<file path="src/atb_pkg.sv">
// atb_pkg: shared types of the alias table builder
// controller states, datapath command and status structs; no dependencies
`default_nettype none

package atb_pkg;

    typedef enum logic [4:0] {
        S_LOAD,
        S_ZCHK,
        S_SC_RD,
        S_SC_MUL,
        S_SC_DIV,
        S_SC_WR,
        S_PAIR,
        S_LO_RD,
        S_LO_IDX,
        S_LO_W,
        S_HI_RD,
        S_HI_IDX,
        S_HI_W,
        S_STEP,
        S_LEFT,
        S_LL_RD,
        S_LL_WR,
        S_LS_RD,
        S_LS_WR,
        S_OUT_RD,
        S_OUT_LD,
        S_OUT_WAIT,
        S_ERR_WAIT
    } atb_state_t;

    typedef struct packed {
        logic load;
        logic clr;
        logic sc_start;
        logic sc_mul;
        logic div_step;
        logic sc_write;
        logic pair_init;
        logic lo_fetch;
        logic lo_latch;
        logic hi_fetch;
        logic hi_latch;
        logic pair_step;
        logic ll_write;
        logic ls_write;
        logic out_init;
        logic out_load;
        logic out_next;
        logic err_load;
    } atb_cmd_t;

    typedef struct packed {
        logic sum_zero;
        logic sc_last;
        logic div_done;
        logic can_pair;
        logic need_lo;
        logic need_hi;
        logic large_left;
        logic small_left;
        logic out_last;
    } atb_status_t;

endpackage

`default_nettype wire

</file>
<file path="src/atb_ctrl.sv">
// atb_ctrl: sequencer of the alias table builder
// depends on atb_pkg (state enum, command and status structs)
`default_nettype none

module atb_ctrl (
    input  wire logic                clk,
    input  wire logic                rst_n,
    input  wire logic                in_valid,
    input  wire logic                last_weight,
    output logic                     in_ready,
    output logic                     out_valid,
    input  wire logic                out_ready,
    input  wire atb_pkg::atb_status_t status,
    output atb_pkg::atb_cmd_t        cmd
);

    import atb_pkg::*;

    atb_state_t state_reg;
    atb_state_t state_next;

    always_ff @(posedge clk or negedge rst_n)
    begin
        if (!rst_n)
        begin
            state_reg <= S_LOAD;
        end
        else
        begin
            state_reg <= state_next;
        end
    end

    always_comb
    begin
        state_next = state_reg;
        unique case (state_reg)
            S_LOAD:     if (in_valid && last_weight) state_next = S_ZCHK;
            S_ZCHK:     state_next = status.sum_zero ? S_ERR_WAIT : S_SC_RD;
            S_SC_RD:    state_next = S_SC_MUL;
            S_SC_MUL:   state_next = S_SC_DIV;
            S_SC_DIV:   if (status.div_done) state_next = S_SC_WR;
            S_SC_WR:    state_next = status.sc_last ? S_PAIR : S_SC_RD;
            S_PAIR:
            begin
                if (!status.can_pair)
                begin
                    state_next = S_LEFT;
                end
                else if (status.need_lo)
                begin
                    state_next = S_LO_RD;
                end
                else if (status.need_hi)
                begin
                    state_next = S_HI_RD;
                end
                else
                begin
                    state_next = S_STEP;
                end
            end
            S_LO_RD:    state_next = S_LO_IDX;
            S_LO_IDX:   state_next = S_LO_W;
            S_LO_W:     state_next = S_PAIR;
            S_HI_RD:    state_next = S_HI_IDX;
            S_HI_IDX:   state_next = S_HI_W;
            S_HI_W:     state_next = S_PAIR;
            S_STEP:     state_next = S_PAIR;
            S_LEFT:
            begin
                if (status.large_left)
                begin
                    state_next = S_LL_RD;
                end
                else if (status.small_left)
                begin
                    state_next = S_LS_RD;
                end
                else
                begin
                    state_next = S_OUT_RD;
                end
            end
            S_LL_RD:    state_next = S_LL_WR;
            S_LL_WR:    state_next = S_LEFT;
            S_LS_RD:    state_next = S_LS_WR;
            S_LS_WR:    state_next = S_LEFT;
            S_OUT_RD:   state_next = S_OUT_LD;
            S_OUT_LD:   state_next = S_OUT_WAIT;
            S_OUT_WAIT:
            begin
                if (out_ready)
                begin
                    state_next = status.out_last ? S_LOAD : S_OUT_RD;
                end
            end
            S_ERR_WAIT: if (out_ready) state_next = S_LOAD;
            default:    state_next = S_LOAD;
        endcase
    end

    always_comb
    begin
        cmd       = '0;
        in_ready  = 1'b0;
        out_valid = 1'b0;
        unique case (state_reg)
            S_LOAD:
            begin
                in_ready = 1'b1;
                cmd.load = in_valid;
            end
            S_ZCHK:
            begin
                cmd.err_load = status.sum_zero;
                cmd.sc_start = !status.sum_zero;
            end
            S_SC_MUL:   cmd.sc_mul = 1'b1;
            S_SC_DIV:   cmd.div_step = 1'b1;
            S_SC_WR:
            begin
                cmd.sc_write  = 1'b1;
                cmd.pair_init = status.sc_last;
            end
            S_LO_IDX:   cmd.lo_fetch = 1'b1;
            S_LO_W:     cmd.lo_latch = 1'b1;
            S_HI_IDX:   cmd.hi_fetch = 1'b1;
            S_HI_W:     cmd.hi_latch = 1'b1;
            S_STEP:     cmd.pair_step = 1'b1;
            S_LEFT:     cmd.out_init = !status.large_left && !status.small_left;
            S_LL_WR:    cmd.ll_write = 1'b1;
            S_LS_WR:    cmd.ls_write = 1'b1;
            S_OUT_LD:   cmd.out_load = 1'b1;
            S_OUT_WAIT:
            begin
                out_valid    = 1'b1;
                cmd.clr      = out_ready && status.out_last;
                cmd.out_next = out_ready && !status.out_last;
            end
            S_ERR_WAIT:
            begin
                out_valid = 1'b1;
                cmd.clr   = out_ready;
            end
            default:    cmd = '0;
        endcase
    end

`ifndef SYNTH
    a_ready_excl: assert property (@(posedge clk) disable iff (!rst_n)
        !(in_ready && out_valid))
        else $error("input and output side active together");

    a_last_builds: assert property (@(posedge clk) disable iff (!rst_n)
        (in_valid && in_ready && last_weight) |=> (state_reg == S_ZCHK))
        else $error("last weight did not start a build");

    a_zero_err: assert property (@(posedge clk) disable iff (!rst_n)
        (state_reg == S_ZCHK && status.sum_zero) |=> (state_reg == S_ERR_WAIT))
        else $error("zero sum did not give an error transaction");
`endif

endmodule

`default_nettype wire

</file>
<file path="config.mk">
export PLATFORM = sky130hd
export DESIGN_NAME = atb_ctrl
export DESIGN_NICKNAME = d
export VERILOG_FILES = /design/src/atb_pkg.sv /design/src/atb_ctrl.sv
export SDC_FILE = /design/constraint.sdc
export NUM_CORES = 1
export LEC_CHECK = 0
export BUFFER_PORTS_ARGS = -buffer_cell sky130_fd_sc_hd__buf_2
export CAP_MARGIN = 10
export CORE_MARGIN = 5
export CORE_UTILIZATION = 44
export DETAILED_ROUTE_END_ITERATION = 7
export HOLD_SLACK_MARGIN = 0.12
export PLACE_DENSITY = 0.86
export SLEW_MARGIN = 10
export SYNTH_ARGS = -nofsm -noshare
export SYNTH_HDL_FRONTEND = slang
export SYNTH_SLANG_ARGS = --single-unit
</file>
<file path="constraint.sdc">
create_clock -name clk -period 1.8 [get_ports clk]
set_input_delay 0.45 -clock clk [delete_from_list [all_inputs] [get_ports clk]]
set_output_delay 0.45 -clock clk [all_outputs]
set_load 0.1 [all_outputs]
</file>
==> PnR_summary.wiki, run 1 <==
{| class="wikitable"
! Metric !! Value
|-
| Placement row count || 14
|-
| Syn. warnings || 0
|-
| Die outline height || 49.4 µm
|-
| Number of resized instances in the post-cts repair step || 30
|-
| Proportion of synthesized chip area in sequential cells || 0.183
|-
| Average size of a mapped cell || about 6.8 µm²
|-
| Share of the synthesized area in the top cell type || 0.183
|-
| Main area contributors after synthesis || sky130_fd_sc_hd__dfrtp_1, sky130_fd_sc_hd__nor2_1, sky130_fd_sc_hd__nor3_1
|-
| Starting density of the core || 0.458
|-
| Hold-fix buffers at CTS || 1
|-
| DIE WIDTH || 49.4 µm
|-
| Final weighted congestion in routability-driven placement || 0.993
|-
| CTS Sinks || 5
|-
| Cell at the root of the clock tree || sky130_fd_sc_hd__clkbuf_4
|-
| Mapped Nets || 115
|-
| Yosys top cell by area || sky130_fd_sc_hd__dfrtp_1
|-
| H-tree levels || 1
|-
| First error || [ERROR DPL-0038] Utilization greater than 100%, impossible to legalize
|-
| Stopping stage || 4_1_cts
|-
| Outcome || stopped before the end
|-
| FF+latch count, synth || 5
|-
| Post-CTS Repair Setup Buffers || 16
|-
| CTS max path bufs || 2
|-
| Final HPWL DP || approximately 2800 µm
|-
| Number of unique standard cell types used by synthesis || 36
|-
| # IOs || 34
|-
| Number of port buffers || 33
|-
| Synthesized instance count || 101
|-
| Clock buffer count from CTS || 3
|-
| Mapped cell area || 682 µm²
|}
-- synth_stat cells, drive strengths merged --
cell type / instances
nor2: 15
nand2: 9
buf: 7
nor3: 7
a21oi: 6
dfrtp: 5
inv: 5
o21ai: 5
nor2b: 4
nand2b: 3
nand3b: 3
nor3b: 3
o32ai: 3
a311oi: 2
and2: 2
clkbuf: 2
o221ai: 2
or2: 2
or3: 2
a2111oi: 1
a211o: 1
a211oi: 1
a221oi: 1
a22oi: 1
a2bb2oi: 1
a31oi: 1
nor4: 1
o22ai: 1
o311a: 1
o31ai: 1
o32a: 1
or3b: 1
xnor2: 1
-- logic make-up after synthesis --
kind of cell / synth area share
compound gates: 0.316
xor+xnor: 0.0128
buf+inv: 0.0936
flops: 0.183
simple gates: 0.394
-- metrics by stage --
step | setup WS, ns | TNS [ns] | cells | utilization | instance area (µm²)
after floorplan | -0.534 | -5.93 | 101 | - | 903
after global placement | 0.0483 | 0 | 156 | 0.966 | 1440
after detailed placement | -0.0218 | -0.0323 | 156 | 0.966 | 1440
==> run 2: changes to the inputs <==
- CORE_AREA: not set -> 5 5 66 68
- CORE_MARGIN: 5 -> not set
- CORE_UTILIZATION: 44 -> not set
- DIE_AREA: not set -> 0 0 71 73
- HOLD_SLACK_MARGIN: 0.12 -> not set
- PLACE_DENSITY: 0.86 -> not set
- PLACE_DENSITY_LB_ADDON: not set -> 0.15
==> run 2 against run 1 <==
The flow now finishes, with violations (negative setup slack). Area after synthesis unchanged. Synthesized cell count did not move.
==> PnR_summary.wiki, run 2 <==
{| class="wikitable"
! Metric !! Value
|-
| Die outline height || 73 µm
|-
| Rel. slew slack || 0.797
|-
| Crit path max fanout || 5
|-
| Type of origin of the critical path || flop
|-
| Critical setup path kind || flop to primary output
|-
| Fmax || 494 MHz
|-
| Depth of the most critical reg-to-reg path || 9
|-
| CTS Sinks || 5
|-
| Flip-flop count of the largest register, all copies and words added || 5
|-
| Total grt overflow || 0
|-
| Detailed-route DRC error count || 0
|-
| Placed cell count || 194
|-
| Average detailed-routed wire length per instance || about 16 µm
|-
| Pin count of the biggest net entering global routing || 16
|-
| Max Transition Viols Final || 0
|-
| Data required time of the critical path || around 1.4 ns
|-
| Area growth from synthesis to layout || 172%
|-
| Reg-to-reg startpoint || state_reg[2]
|-
| Max-cap check violation count || 0
|-
| Outcome || complete, but fails checks
|-
| Worst setup skew after layout || around 0.0033 ns
|-
| Syn. warnings || 0
|-
| Async S/R FF share, synth || 1.00
|-
| Total routing usage reported by global routing || 0.132
|-
| Number of nets at the end of the flow || 179
|-
| Count of flip-flops with a built-in enable after synthesis || 0
|-
| Antenna violation net count after detailed routing || 0
|-
| Minimum setup slack in the final design || -0.225 ns
|-
| Most frequent cell after synthesis || sky130_fd_sc_hd__nor2_1
|-
| H-tree levels || 1
|-
| Hold-fix buffers at CTS || 0
|-
| Mapped Nets || 115
|-
| Clock buffer count from CTS || 3
|-
| Yosys top cell by area || sky130_fd_sc_hd__dfrtp_1
|-
| Average size of a mapped cell || 6.75 µm²
|-
| Endpoint of the worst-slack reg-to-reg timing path || state_reg[2]
|-
| Die Outline Area || 0.00518 mm²
|-
| Number of unique standard cell types used by synthesis || 36
|-
| Layout cells sized above 1 || 0.707
|-
| Top_reg_cell synth || sky130_fd_sc_hd__dfrtp_1
|-
| Cell area after layout || 0.00185 mm²
|-
| Total via count in the routed design || 1,028
|-
| # IOs || 34
|-
| Placement row count || 23
|-
| Data arrival, critical path || 1.57 ns
|-
| Cell at the root of the clock tree || sky130_fd_sc_hd__clkbuf_8
|-
| Main area contributors after synthesis || sky130_fd_sc_hd__dfrtp_1, sky130_fd_sc_hd__nor2_1, sky130_fd_sc_hd__nor3_1
|-
| Endpoint kind of the worst setup timing path || primary output
|-
| Fin cells || 214
|-
| Vias per cell || slightly below 5
|-
| Number of port buffers || 33
|-
| Final Cycle Share || 1.12
|-
| Fin. Hold Viols || 0
|-
| Worst slack after detailed placement || -0.0365 ns
|-
| Period minus WS final || 2.02 ns
|-
| Cell Pwr Density || 2020 mW/mm²
|-
| FF+latch count, synth || 5
|-
| CTS tree || built
|-
| Clock latency on the worst-skew pair || about 0.23 ns
|-
| Proportion of synthesized chip area in sequential cells || 0.183
|-
| Leading cell types in the layout, fill and taps excluded || sky130_fd_sc_hd__buf_12, sky130_fd_sc_hd__buf_4, sky130_fd_sc_hd__buf_2
|-
| Top cells by count, synth || sky130_fd_sc_hd__nor2_1, sky130_fd_sc_hd__nand2_1, sky130_fd_sc_hd__nor3_1
|-
| Mapped cell area || 682 µm²
|-
| Final weighted congestion in routability-driven placement || approximately 0.84
|-
| Unrepaired setup endpoints after global routing || true
|-
| Clock transition time at the flip-flop clock pins of the worst setup and hold paths || 0.04 ns
|-
| Static power due to leakage || 0.739 nW
|-
| Violations in the final reports || negative setup slack
|-
| Detailed router's first-iteration violation count || 24
|-
| Ant. Diodes || 0
|-
| Global-route wire length before repair || 5280 µm
|-
| Number of antenna violations at the first check in global routing || 0
|-
| DIE WIDTH || 71 µm
|-
| Share of the synthesized area in the top cell type || 0.183
|-
| Vias in the first global route || 1,077
|-
| Synthesized instance count || about 100
|-
| CTS max path bufs || 2
|-
| # setup viols final || 21
|-
| Peak VDD IR || 0.621 mV
|-
| FF-to-FF setup slack || -0.03 ns
|-
| Final wirelength || 3390 µm
|-
| Worst hold path type || primary input to asynchronous set/reset pin
|-
| Core ar. || 0.00380 mm²
|-
| Starting density of the core || 0.180
|-
| First drt pass iteration count || 4
|-
| Placement-stage cell area || 0.00150 mm²
|-
| Final HPWL DP || 2380 µm
|-
| Number of filler cells placed in the layout || 375
|-
| Worst Tran Pin Value || slightly above 0.3 ns
|-
| Post-Route Setup TNS || -2.48 ns
|}
## run 2: cell counts after synthesis
Identical to the previous run, type by type.
## run 2: metrics by stage
step           total power [mW]   util  hold slack [ns]
4_1_cts                    3.53  0.462           0.0328
2_1_floorplan              2.03      -            0.154
3_5_place_dp               2.80  0.395            0.279
6_report                   3.75  0.488           0.0327
5_1_grt                    3.92  0.488           0.0339
3_3_place_gp               2.81  0.395            0.269
## run 2: logic make-up after synthesis
kind of cell | synth area share
compound gates | 0.316
xor+xnor | 0.0128
buf+inv | 0.0936
flops | 0.183
simple gates | 0.394
## run 2: cell type report
type                    instances  area [µm²]  area share
repair buffers                 68         798       0.430
multi-input cells              82         797       0.430
flip-flops and latches          5         130      0.0702
well taps                      50        62.6      0.0337
clock buffers                   4        45.0      0.0243
inverters                       5        21.3      0.0115
## run 2: report_power, final
part	internal, mW	switching [mW]	total [mW]
sequential	0.181	0.0875	0.269
combinational	1.45	1.82	3.26
clock	0.153	0.0696	0.223
total	1.78	1.97	3.75
## run 2: worst max path at each step
stage | to | cells past startpoint | from | slack, ns
after CTS | cmd[17] | 4 | state_reg[3] | -0.20
final | cmd[17] | 4 | state_reg[2] | -0.22
after global placement | cmd[6] | 5 | state_reg[3] | -0.05
after floorplan | cmd[17] | 4 | state_reg[2] | -0.53
after global routing | cmd[0] | 3 | state_reg[2] | -0.26
after detailed placement | cmd[6] | 5 | state_reg[3] | -0.04
## run 2: critical path: stages, from the launching register on
cell and delay [ns]:
sky130_fd_sc_hd__dfrtp_2 0.45, sky130_fd_sc_hd__or3_4 0.46, sky130_fd_sc_hd__nor2_4 0.11, sky130_fd_sc_hd__and2_4 0.15
sky130_fd_sc_hd__buf_12 0.16
## run 2: repair_timing
item / CTS / global route
gates resized for setup: 29 / 13
pin swaps: 15 / 9
setup buffers: 12 / 6
setup endpoints to repair: 21 / 24
## run 2: per-layer routing
metal / part of all wire / vias up / routed length, µm / GRT usage
li1: - / 495 / - / -
met1: 0.41 / 498 / 1390 / 0.158
met2: 0.53 / 26 / 1810 / 0.225
met3: 0.027 / 9 / 93 / 0.0234
met4: 0.031 / 0 / 104 / 0.0689
met5: 0 / - / 0 / 0
No activity file was read; power rests on OpenSTA's default activity.
